File: src/rtl/core/ffc_pkg.sv
// Shared types and constants for the flat-field correction block.
// Used by the controller, the datapath, the divider and the top level.
`timescale 1ns / 1ps

package ffc_pkg;

  localparam int unsigned MaxPixels = 16777216;
  localparam logic [24:0] MaxValid = 25'(MaxPixels);
  localparam logic [25:0] MaxClamped = 26'(3 * MaxPixels);

  localparam int unsigned DivW = 48;
  localparam int unsigned DvsW = 25;

  localparam logic [1:0] ModeClear = 2'd0;
  localparam logic [1:0] ModeFlat = 2'd1;
  localparam logic [1:0] ModeCorrect = 2'd2;

  localparam logic [1:0] StatOk = 2'd0;
  localparam logic [1:0] StatNoValid = 2'd1;
  localparam logic [1:0] StatSat = 2'd2;

  localparam logic [2:0] RegFloorAddr = 3'd0;

  typedef struct packed {
    logic       load_in;
    logic       div_start;
    logic       div_sel;   // 0: normaliser, 1: corrected sample
    logic       cap_norm;
    logic       cap_prod;
    logic       cap_res;
    logic       commit;
    logic [1:0] chan;
  } ffc_cmd_t;

  typedef struct packed {
    logic need_div;
    logic div_done;
    logic out_free;
  } ffc_sts_t;

endpackage

File: src/rtl/core/flat_field_correction.sv
// Top level of the flat-field correction block: stream ports and register port.
// Depends on ffc_pkg, ffc_ctrl and ffc_datapath.
//
// Port group   Dir  Contents
// s_axis_*     in   mode and image/flat pixel, one word per pixel
// m_axis_*     out  corrected pixel, status and statistics totals
// APB          in   floor_level register at byte address 0
//
// Clear and flat words go from the load through the check state straight to the commit.
// A correct word runs two divisions per channel on the one serial divider.
// Input is taken only between words; a waiting result stalls the next one in its
// last step. Reset clears all statistics and sets the floor to 1.
`timescale 1ns / 1ps

module flat_field_correction (
  input  logic         clk_i,
  input  logic         rst_ni,
  input  logic         s_axis_tvalid,
  output logic         s_axis_tready,
  // mode, image_red, image_green, image_blue, flat_red, flat_green, flat_blue, zeros
  input  logic [103:0] s_axis_tdata,
  output logic         m_axis_tvalid,
  input  logic         m_axis_tready,
  // out_red, out_green, out_blue, status, valid_total, clamped_total, zeros
  output logic [103:0] m_axis_tdata,
  input  logic         psel,
  input  logic         penable,
  input  logic         pwrite,
  input  logic [2:0]   paddr,
  input  logic [31:0]  pwdata,
  output logic [31:0]  prdata,
  output logic         pready
);
  import ffc_pkg::*;

  ffc_cmd_t    cmd;
  ffc_sts_t    sts;
  logic [15:0] image [3];
  logic [15:0] flat [3];
  logic [15:0] osmp [3];
  logic [1:0]  ostat;
  logic [25:0] ovt, oct;
  logic [15:0] floor_val;
  logic        cfg_we;

  assign image[0] = s_axis_tdata[17:2];
  assign image[1] = s_axis_tdata[33:18];
  assign image[2] = s_axis_tdata[49:34];
  assign flat[0]  = s_axis_tdata[65:50];
  assign flat[1]  = s_axis_tdata[81:66];
  assign flat[2]  = s_axis_tdata[97:82];

  assign pready = 1'b1;
  assign cfg_we = psel && penable && pwrite && (paddr == RegFloorAddr);
  assign prdata = (paddr == RegFloorAddr) ? {16'd0, floor_val} : 32'd0;

  ffc_ctrl u_ctrl (
    .clk_i      (clk_i),
    .rst_ni     (rst_ni),
    .in_valid_i (s_axis_tvalid),
    .in_ready_o (s_axis_tready),
    .sts_i      (sts),
    .cmd_o      (cmd)
  );

  ffc_datapath u_dp (
    .clk_i           (clk_i),
    .rst_ni          (rst_ni),
    .cmd_i           (cmd),
    .sts_o           (sts),
    .mode_i          (s_axis_tdata[1:0]),
    .image_i         (image),
    .flat_i          (flat),
    .cfg_we_i        (cfg_we),
    .cfg_floor_i     (pwdata[15:0]),
    .floor_o         (floor_val),
    .out_valid_o     (m_axis_tvalid),
    .out_ready_i     (m_axis_tready),
    .out_sample_o    (osmp),
    .status_o        (ostat),
    .valid_total_o   (ovt),
    .clamped_total_o (oct)
  );

  assign m_axis_tdata = {2'b00, oct, ovt, ostat, osmp[2], osmp[1], osmp[0]};

endmodule

File: src/rtl/core/ffc_div.sv
// Restoring divider, one quotient bit per cycle, shared by all channels.
// Depends on ffc_pkg for the operand widths.
`timescale 1ns / 1ps

module ffc_div (
  input  logic                     clk_i,
  input  logic                     rst_ni,
  input  logic                     start_i,
  input  logic [ffc_pkg::DivW-1:0] dividend_i,
  input  logic [ffc_pkg::DvsW-1:0] divisor_i,
  output logic                     done_o,
  output logic [ffc_pkg::DivW-1:0] quotient_o
);
  import ffc_pkg::*;

  localparam int unsigned CntW = $clog2(DivW + 1);

  logic [DivW-1:0] dvd_q;
  logic [DvsW-1:0] dvs_q;
  logic [DvsW:0]   rem_q;
  logic [CntW-1:0] cnt_q;
  logic            busy_q, done_q;
  logic [DvsW:0]   trial;
  logic            fits;

  assign trial = {rem_q[DvsW-1:0], dvd_q[DivW-1]};
  assign fits  = trial >= {1'b0, dvs_q};

  always_ff @(posedge clk_i or negedge rst_ni) begin
    if (!rst_ni) begin
      busy_q <= 1'b0;
      done_q <= 1'b0;
      cnt_q  <= '0;
    end else begin
      done_q <= 1'b0;
      if (start_i) begin
        busy_q <= 1'b1;
        cnt_q  <= CntW'(DivW);
      end else if (busy_q) begin
        cnt_q <= cnt_q - 1'b1;
        if (cnt_q == CntW'(1)) begin
          busy_q <= 1'b0;
          done_q <= 1'b1;
        end
      end
    end
  end

  // The dividend register shifts out at the top and collects quotient bits at the bottom.
  always_ff @(posedge clk_i) begin
    if (start_i) begin
      dvd_q <= dividend_i;
      dvs_q <= divisor_i;
      rem_q <= '0;
    end else if (busy_q) begin
      rem_q <= fits ? (trial - {1'b0, dvs_q}) : trial;
      dvd_q <= {dvd_q[DivW-2:0], fits};
    end
  end

  assign done_o     = done_q;
  assign quotient_o = dvd_q;

endmodule

File: src/rtl/core/ffc_ctrl.sv
// Sequencer for the flat-field correction block: handshake and division steps.
// Depends on ffc_pkg for the command and status structs.
`timescale 1ns / 1ps

module ffc_ctrl (
  input  logic              clk_i,
  input  logic              rst_ni,
  input  logic              in_valid_i,
  output logic              in_ready_o,
  input  ffc_pkg::ffc_sts_t sts_i,
  output ffc_pkg::ffc_cmd_t cmd_o
);
  import ffc_pkg::*;

  localparam logic [2:0] SIdle  = 3'd0;
  localparam logic [2:0] SCheck = 3'd1;
  localparam logic [2:0] SNGo   = 3'd2;
  localparam logic [2:0] SNWait = 3'd3;
  localparam logic [2:0] SMul   = 3'd4;
  localparam logic [2:0] SQGo   = 3'd5;
  localparam logic [2:0] SQWait = 3'd6;
  localparam logic [2:0] SDone  = 3'd7;

  logic [2:0] state_q, state_d;
  logic [1:0] chan_q, chan_d;

  always_comb begin
    state_d = state_q;
    chan_d  = chan_q;
    cmd_o   = '0;
    unique case (state_q)
      SIdle: begin
        if (in_valid_i) begin
          cmd_o.load_in = 1'b1;
          state_d = SCheck;
        end
      end
      SCheck: begin
        chan_d  = '0;
        state_d = sts_i.need_div ? SNGo : SDone;
      end
      SNGo: begin
        cmd_o.div_start = 1'b1;
        state_d = SNWait;
      end
      SNWait: begin
        if (sts_i.div_done) begin
          cmd_o.cap_norm = 1'b1;
          state_d = SMul;
        end
      end
      SMul: begin
        cmd_o.cap_prod = 1'b1;
        state_d = SQGo;
      end
      SQGo: begin
        cmd_o.div_start = 1'b1;
        cmd_o.div_sel   = 1'b1;
        state_d = SQWait;
      end
      SQWait: begin
        cmd_o.div_sel = 1'b1;
        if (sts_i.div_done) begin
          cmd_o.cap_res = 1'b1;
          if (chan_q == 2'd2) begin
            state_d = SDone;
          end else begin
            chan_d  = chan_q + 1'b1;
            state_d = SNGo;
          end
        end
      end
      SDone: begin
        if (sts_i.out_free) begin
          cmd_o.commit = 1'b1;
          state_d = SIdle;
        end
      end
      default: state_d = SIdle;
    endcase
    cmd_o.chan = chan_q;
  end

  always_ff @(posedge clk_i or negedge rst_ni) begin
    if (!rst_ni) begin
      state_q <= SIdle;
      chan_q  <= '0;
    end else begin
      state_q <= state_d;
      chan_q  <= chan_d;
    end
  end

  assign in_ready_o = (state_q == SIdle);

  a_start_not_done: assert property (@(posedge clk_i) disable iff (!rst_ni)
    cmd_o.div_start |=> !sts_i.div_done)
    else $error("divider finished one cycle after start");
  a_chan_range: assert property (@(posedge clk_i) disable iff (!rst_ni)
    chan_q != 2'd3)
    else $error("channel counter out of range");
  a_commit_free: assert property (@(posedge clk_i) disable iff (!rst_ni)
    cmd_o.commit |-> sts_i.out_free && state_q == SDone)
    else $error("result committed while output register busy");

endmodule

File: src/rtl/core/ffc_datapath.sv
// Datapath: flat statistics, normaliser and product registers, output word register.
// Depends on ffc_pkg and instantiates the shared divider ffc_div.
`timescale 1ns / 1ps

module ffc_datapath (
  input  logic              clk_i,
  input  logic              rst_ni,
  input  ffc_pkg::ffc_cmd_t cmd_i,
  output ffc_pkg::ffc_sts_t sts_o,
  input  logic [1:0]        mode_i,
  input  logic [15:0]       image_i [3],
  input  logic [15:0]       flat_i [3],
  input  logic              cfg_we_i,
  input  logic [15:0]       cfg_floor_i,
  output logic [15:0]       floor_o,
  output logic              out_valid_o,
  input  logic              out_ready_i,
  output logic [15:0]       out_sample_o [3],
  output logic [1:0]        status_o,
  output logic [25:0]       valid_total_o,
  output logic [25:0]       clamped_total_o
);
  import ffc_pkg::*;

  logic [15:0] floor_q;
  logic [1:0]  mode_q;
  logic [15:0] img_q [3];
  logic [15:0] flat_q [3];
  logic [39:0] sum_q [3];
  logic [24:0] valid_q [3];
  logic [25:0] clamped_q;
  logic [23:0] norm_q;
  logic [39:0] prod_q;
  logic [15:0] res_q [3];
  logic        sat_q;
  logic        ovalid_q;
  logic [15:0] osmp_q [3];
  logic [1:0]  ostat_q;
  logic [25:0] ovt_q, oct_q;

  logic [15:0] fl;
  logic [39:0] sum_d [3];
  logic [24:0] valid_d [3];
  logic [25:0] clamped_d;
  logic [25:0] cl_step [4];
  logic [15:0] den;
  logic [DivW-1:0] dividend, quotient;
  logic [DvsW-1:0] divisor;
  logic        div_done;
  logic        all_valid;

  assign fl = (floor_q == 16'd0) ? 16'd1 : floor_q;
  assign all_valid = (valid_q[0] != '0) && (valid_q[1] != '0) && (valid_q[2] != '0);

  // Statistics after the current word; the clamped count saturates channel by channel.
  always_comb begin
    cl_step[0] = clamped_q;
    for (int c = 0; c < 3; c++) begin
      sum_d[c]   = sum_q[c];
      valid_d[c] = valid_q[c];
      cl_step[c+1] = cl_step[c];
      if (mode_q == ModeClear) begin
        sum_d[c]   = '0;
        valid_d[c] = '0;
      end else if (mode_q == ModeFlat) begin
        if (flat_q[c] > fl) begin
          if (valid_q[c] < MaxValid) begin
            sum_d[c]   = sum_q[c] + 40'(flat_q[c]);
            valid_d[c] = valid_q[c] + 1'b1;
          end
        end else if (cl_step[c] < MaxClamped) begin
          cl_step[c+1] = cl_step[c] + 1'b1;
        end
      end
    end
    clamped_d = (mode_q == ModeClear) ? '0 : cl_step[3];
  end

  assign den = (flat_q[cmd_i.chan] > fl) ? flat_q[cmd_i.chan] : fl;

  always_comb begin
    if (cmd_i.div_sel) begin
      dividend = DivW'(prod_q);
      divisor  = DvsW'({den, 8'd0});
    end else begin
      dividend = DivW'({sum_q[cmd_i.chan], 8'd0});
      divisor  = valid_q[cmd_i.chan];
    end
  end

  ffc_div u_div (
    .clk_i      (clk_i),
    .rst_ni     (rst_ni),
    .start_i    (cmd_i.div_start),
    .dividend_i (dividend),
    .divisor_i  (divisor),
    .done_o     (div_done),
    .quotient_o (quotient)
  );

  always_ff @(posedge clk_i or negedge rst_ni) begin
    if (!rst_ni) begin
      floor_q   <= 16'd1;
      clamped_q <= '0;
      ovalid_q  <= 1'b0;
      for (int c = 0; c < 3; c++) begin
        sum_q[c]   <= '0;
        valid_q[c] <= '0;
      end
    end else begin
      if (cfg_we_i) floor_q <= cfg_floor_i;
      if (cmd_i.commit) begin
        clamped_q <= clamped_d;
        for (int c = 0; c < 3; c++) begin
          sum_q[c]   <= sum_d[c];
          valid_q[c] <= valid_d[c];
        end
      end
      if (cmd_i.commit) ovalid_q <= 1'b1;
      else if (out_ready_i) ovalid_q <= 1'b0;
    end
  end

  always_ff @(posedge clk_i) begin
    if (cmd_i.load_in) begin
      mode_q <= mode_i;
      sat_q  <= 1'b0;
      for (int c = 0; c < 3; c++) begin
        img_q[c]  <= image_i[c];
        flat_q[c] <= flat_i[c];
      end
    end
    if (cmd_i.cap_norm) norm_q <= quotient[23:0];
    if (cmd_i.cap_prod) prod_q <= img_q[cmd_i.chan] * norm_q;
    if (cmd_i.cap_res) begin
      if (quotient[DivW-1:16] != '0) begin
        res_q[cmd_i.chan] <= 16'hFFFF;
        sat_q <= 1'b1;
      end else begin
        res_q[cmd_i.chan] <= quotient[15:0];
      end
    end
    if (cmd_i.commit) begin
      ovt_q <= 26'(valid_d[0]) + 26'(valid_d[1]) + 26'(valid_d[2]);
      oct_q <= clamped_d;
      for (int c = 0; c < 3; c++) begin
        osmp_q[c] <= (mode_q == ModeCorrect && all_valid) ? res_q[c] : 16'd0;
      end
      if (mode_q != ModeCorrect) ostat_q <= StatOk;
      else if (!all_valid) ostat_q <= StatNoValid;
      else ostat_q <= sat_q ? StatSat : StatOk;
    end
  end

  assign sts_o.need_div = (mode_q == ModeCorrect) && all_valid;
  assign sts_o.div_done = div_done;
  assign sts_o.out_free = !ovalid_q || out_ready_i;

  assign floor_o         = floor_q;
  assign out_valid_o     = ovalid_q;
  assign out_sample_o    = osmp_q;
  assign status_o        = ostat_q;
  assign valid_total_o   = ovt_q;
  assign clamped_total_o = oct_q;

  a_red_cap: assert property (@(posedge clk_i) disable iff (!rst_ni)
    valid_q[0] <= MaxValid && valid_q[1] <= MaxValid && valid_q[2] <= MaxValid)
    else $error("valid count beyond pixel limit");
  a_clamp_cap: assert property (@(posedge clk_i) disable iff (!rst_ni)
    clamped_q <= MaxClamped)
    else $error("clamped count beyond limit");
  a_hold_out: assert property (@(posedge clk_i) disable iff (!rst_ni)
    ovalid_q && !out_ready_i |=> ovalid_q && $stable(ostat_q))
    else $error("pending result word changed");

endmodule
File: config.mk
export PLATFORM = sky130hd
export DESIGN_NAME = flat_field_correction
export DESIGN_NICKNAME = d
export VERILOG_FILES = /design/src/rtl/core/ffc_pkg.sv /design/src/rtl/core/flat_field_correction.sv /design/src/rtl/core/ffc_div.sv /design/src/rtl/core/ffc_ctrl.sv /design/src/rtl/core/ffc_datapath.sv
export SDC_FILE = /design/constraint.sdc
export NUM_CORES = 2
export LEC_CHECK = 0
export ABC_AREA = 1
export BUFFER_PORTS_ARGS = -buffer_cell sky130_fd_sc_hd__buf_2
export CORE_MARGIN = 10
export CORE_UTILIZATION = 25
export CTS_CLUSTER_DIAMETER = 50
export DETAILED_ROUTE_END_ITERATION = 12
export PLACE_DENSITY = 0.37
export SETUP_SLACK_MARGIN = 0.05
export SYNTH_ARGS = -nofsm -noshare
export SYNTH_HDL_FRONTEND = slang
export SYNTH_SLANG_ARGS = --single-unit
File: constraint.sdc
create_clock -name clk_i -period 10.5 [get_ports clk_i]
set_clock_uncertainty 0.15 [all_clocks]
set_input_delay 0 -clock clk_i [delete_from_list [all_inputs] [get_ports clk_i]]
set_output_delay 0 -clock clk_i [all_outputs]
set_load 0.02 [all_outputs]
Word level (Yosys, flattened, before mapping)

Memory sizes are Yosys's and may differ from the RTL's. A register that Yosys moved wholly into a read port is not among the register bits.
Cells that the tools add are included.

Add/subtract/negate cells: 14
$mul: 1
Order comparisons: 12
Equal/unequal tests: 17
Mux-type cells: 94
Bitwise gates (word level): 3
Reduce and logical (&&, ||, !) cells: 37

Operator list:

| operator              | number |
|---|---|
| $mux 40               | 14 |
| $mux 25               | 15 |
| $mux 26               | 12 |
| $mux 48               | 3 |
| $add 40x16->40        | 3 |
| $bmux 40 s2           | 1 |
| $add 26x1->26 const B | 3 |
| $lt 26x26->1 const B  | 3 |
| $add 25x1->25 const B | 3 |
| $lt 25x25->1 const B  | 3 |
| $reduce_bool 25->1    | 3 |
| $gt 16x16->1          | 4 |
| $mux 16               | 4 |
| $bmux 25 s2           | 1 |
| $mul 16x24->40        | 1 |
| $reduce_bool 32->1    | 1 |
| $mux 1                | 30 |
| $add 25x25->26        | 1 |
| $add 26x25->26        | 1 |
| $ge 26x25->1          | 1 |
| $sub 25x25->25        | 1 |
| $mux 24               | 1 |
| $pmux 3 s8            | 1 |
| $reduce_bool 2->1     | 10 |
| other kinds (27)      | 58 |

Flip-flop bits (word level): 470
Bits in writable memories: 144
Bits of input ports: 146
Word-level logic and storage cells: 207
Memories kept: 3

Memory list:

| name        | depth | width | read ports | clocked after memory_dff | write ports | line               | text |
|---|---|---|---|---|---|---|---|
| u_dp.flat_q | 3     | 16    | 4          | 0                        | 3           | ffc_datapath.sv:28 | `logic [15:0] flat_q [3];` |
| u_dp.img_q  | 3     | 16    | 1          | 0                        | 3           | ffc_datapath.sv:27 | `logic [15:0] img_q [3];` |
| u_dp.res_q  | 3     | 16    | 3          | 3                        | 1           | ffc_datapath.sv:34 | `logic [15:0] res_q [3];` |

Longest topological paths before layout

Word-level depth: 16
Gate-level depth with buffers: 46

By module

A second synthesis with hierarchy kept.

Cells, all modules: 6451
Area total of the unflattened synthesis: 51879.8 um^2

Modules (own cells, without submodules):

| module                | times used | cells an instance | area an instance (um^2) | sequential area each (um^2) |
|---|---|---|---|---|
| ffc_datapath          | 1          | 5443              | 44647.8                 | 15346.0 |
| ffc_div               | 1          | 883               | 6396.1                  | 2892.8 |
| ffc_ctrl              | 1          | 66                | 499.2                   | 125.1 |
| flat_field_correction | 1          | 59                | 336.6                   | 0.0 |

Least setup slack after synthesis

OpenSTA, ideal clock, no wires.

Kind: reg2reg
Start: register u_ctrl.chan_q[0]
End: register u_dp.prod_q[36] (data pin)
Setup time: 265 ps
Arrival: 7042 ps
Data required time: 10085 ps
Path slack: 3043 ps
Stages on the path, launching flop included: 34
Clock period less this slack: 7457 ps
Cells stage by stage: dfrtp_1 clkbuf_1 clkinv_1 clkbuf_1 nand2_1 nand3_1 o21ai_0 inv_1 clkbuf_1 nand2_1 fa_1 inv_1 fa_1 inv_1 fa_1 fa_1 inv_1 fa_1 inv_1 fa_1 inv_1 ha_1 nand2_1 nor2_1 nand4_1 o311a_1 o21ai_0 a21oi_1 inv_1 a21oi_1 o21ai_0 a21oi_1 o21ai_0 xor2_1

Word-level cells in the longest chain between the ends: 2

Ends and longest elaborated chain:

| element                | line                | text |
|---|---|---|
| start, declared        | ffc_ctrl.sv:25      | `logic [1:0] chan_q, chan_d;` |
| start signal, assigned | ffc_ctrl.sv:90      | `chan_q <= chan_d;` |
| $mem_v2 3x16           | --                  |  |
| $mul 16x24->40         | ffc_datapath.sv:134 | `if (cmd_i.cap_prod) prod_q <= img_q[cmd_i.chan] * norm_q;` |
| end signal, assigned   | ffc_datapath.sv:134 |  |
| end, declared          | ffc_datapath.sv:33  | `logic [39:0] prod_q;` |

Every way passes these cells.
A chain may end at the register's enable or synchronous reset.

Worst setup path after layout

Start: register u_ctrl.chan_q[1]
End: register u_dp.prod_q[38] (data pin)

Same word-level chain as after synthesis.

==> impl_metrics.env <==
export IMPL_gp_congestion=0.8742
export IMPL_cts_tree="yes"
export IMPL_setup_violations=0
export IMPL_synth_top_cell_by_area="edfxtp_1"
export IMPL_cts_buffer_depth=3
export IMPL_drt_iter0_drc=2465
export IMPL_crit_path_start_kind="flop"
export IMPL_clockRootBuffer="clkbuf_16"
export IMPL_netlist_instances=5892
export IMPL_grt_max_degree=131
export IMPL_drive_gt1_share_pct=10.27
export IMPL_post_route_util_pct=30.75
export IMPL_synth_area_leaders="edfxtp_1 (23%), fa_1 (13%), dfrtp_1 (13%)"
export IMPL_row_count=163
export IMPL_path_max_fanout=33
export IMPL_period_share_pct=82.96
export IMPL_cts_max_level=3
export IMPL_yosys_most_used_dff="edfxtp_1"
export IMPL_final_common_cell="nand2_1"
export IMPL_startpoint="u_ctrl.chan_q[1]"
export IMPL_io_pins=285
export IMPL_dp_cells=8638
export IMPL_dieArea_um2=218000
export IMPL_post_cts_buffers=0
export IMPL_slew_violations=0
export IMPL_avgViaCountPerCell=4.567
export IMPL_yosysSeqAreaShare_pct=36.77
export IMPL_routedWlPerCell_um=19.68
export IMPL_post_cts_resized=0
export IMPL_period_minus_slack_ns=8.710
export IMPL_cts_sinks=662
export IMPL_port_buffers=243
export IMPL_hold_start="s_axis_tvalid"
export IMPL_tightest_slew_ns=1.097
export IMPL_required_ns=10.85
export IMPL_clock_latency_ns=0.77
export IMPL_hp_class="input port to flop"
export IMPL_drc=0
export IMPL_fin_tns_setup_ns=0
export IMPL_grt_pass1_wl_um=272300
export IMPL_first_global_vias=42800
export IMPL_netlist_area_leader_share_pct=23.15
export IMPL_synth_area_um2=49940
export IMPL_drv_cap=0
export IMPL_hold_viol_final=0
export IMPL_layout_common_cells="nand2_1 (1,175), inv_1 (919), nor2_1 (493), o21ai_0 (467), edfxtp_1 (385)"
export IMPL_path_common_cell="inv_1"
export IMPL_synthArstFlopShare_pct=37.92
export IMPL_grt_use_total_pct=16.15
export IMPL_status="complete, no violations"
export IMPL_worstHoldPathCells=4
export IMPL_synth_edf_count=385
export IMPL_numCtsBuffers=117
export IMPL_core_area_um2=198000
export IMPL_globalRouteOverflowTotal=0
export IMPL_drtPass1Iterations=6
export IMPL_timing_final_ws_setup_ns=1.790
export IMPL_grt_setup_unrepaired="no"
export IMPL_slew_headroom_pct=26.89
export IMPL_wl_um=179600
export IMPL_ant_nets=0
export IMPL_worstPathArrival_ns=9.06
export IMPL_crit_path_end_kind="flop"
export IMPL_yosysUniqueCellTypes=78
export IMPL_dp_hpwl_um=138300
export IMPL_synth_area_per_cell_um2=8.476
export IMPL_area_growth_syn_to_layout_pct=21.93
export IMPL_ctsHoldBuffers=266
export IMPL_antenna_found_initial=3
export IMPL_via_count=41680
export IMPL_initial_core_util_pct=25.22
export IMPL_regToRegStartpoint="u_ctrl.chan_q[1]"
export IMPL_r2r_cells=28
export IMPL_die_h_um=466.9
export IMPL_path_clk_slew_ns=0.06
export IMPL_slowest_stage="inv_1"
export IMPL_cpPeakStageDelay_ns=0.66
export IMPL_max_freq_ghz=0.1148
export IMPL_yosys_warnings=0
export IMPL_die_w_um=466.9
export IMPL_layoutNonFillerInstCount=9126
export IMPL_ys_ff_latch=662
export IMPL_pre_cts_slack_ns=1.584
export IMPL_worstSetupPathType="flop to flop"
export IMPL_layout_nets=7152
==> area by class of cell <==
cell class	instances	area, um^2
multi-input combinational	4075	27150
tap	2640	3303
timing repair buffer	574	4407
clock inverter	86	988.4
antenna	3	7.507
inverter	953	3587
clock buffer	133	3082
sequential	662	18370
fill	20960	137100
==> synth_stat cells (34+ instances only) <==
library cell	n
a21oi_1	361
clkbuf_1	174
dfrtp_1	250
edfxtp_1	385
fa_1	336
ha_1	287
inv_1	921
nand2_1	1176
nand3_1	210
nand4_1	90
nor2_1	501
nor3_1	97
nor4_1	46
o211ai_1	34
o21ai_0	474
xnor2_1	48
xor2_1	71
==> routing by layer <==
layer / vias to the layer above / GRT usage [%] / wire length, um
li1: 20320 / - / -
met1: 20360 / 21.64 / 82880
met2: 798 / 27.48 / 85710
met3: 192 / 1.986 / 6574
met4: 2 / 4.005 / 4393
met5: - / 0 / 7
==> through the flow <==
stage	instance area (um^2)	hold slack (ns)
6_report	60890	0.05504
5_1_grt	60890	0.03831
4_1_cts	60890	0.01402
3_5_place_dp	54140	-0.03784
3_3_place_gp	54140	-0.03434
2_1_floorplan	50000	-0.4456
==> flip-flops by register name, summed over array words and instances, names as in the netlist, 40 cells and up <==
signal                 count
u_dp.out_sample_o         48
u_dp.flat_q               48
u_dp.img_q                48
u_dp.prod_q               40
u_dp.res_q                48
u_dp.sum_q               120
u_dp.u_div.quotient_o     48
u_dp.valid_q              75
==> final timing paths <==
check                                     to  slack [ns]
min reg2reg                  u_dp.norm_q[14]        0.26
max in group asynchronous    u_dp.valid_q[2]        8.34
max                          u_dp.prod_q[38]        1.79
min in group asynchronous    u_dp.floor_o[0]        0.23
min                        u_ctrl.state_q[1]        0.06
max reg2reg                  u_dp.prod_q[38]        1.79
==> logic make-up after synthesis <==
group	Yosys count	synth area share (%)
XOR/XNOR	120	2.120
buffers and inverters	1172	9.125
adder cells (fa/ha/maj)	623	20.66
AND/OR/NAND/NOR	2241	19.42
AO/OA/AOI/OAI	1072	11.89
flip-flops	662	36.77
other	2	0.01504
==> worst max-delay path, delay by kind of cell, from the launching register on <==
family,cells,cell delay [ns]
AO/OA/AOI/OAI,8,2.22
XOR/XNOR,1,0.10
adder cells (fa/ha/maj),7,3.33
buffers and inverters,8,1.51
flip-flops,1,0.54
AND/OR/NAND/NOR,4,0.53
Power is left out: the tool's default activity adds up to more than one toggle a clock period on the data nets, which glitch-free logic cannot reach.
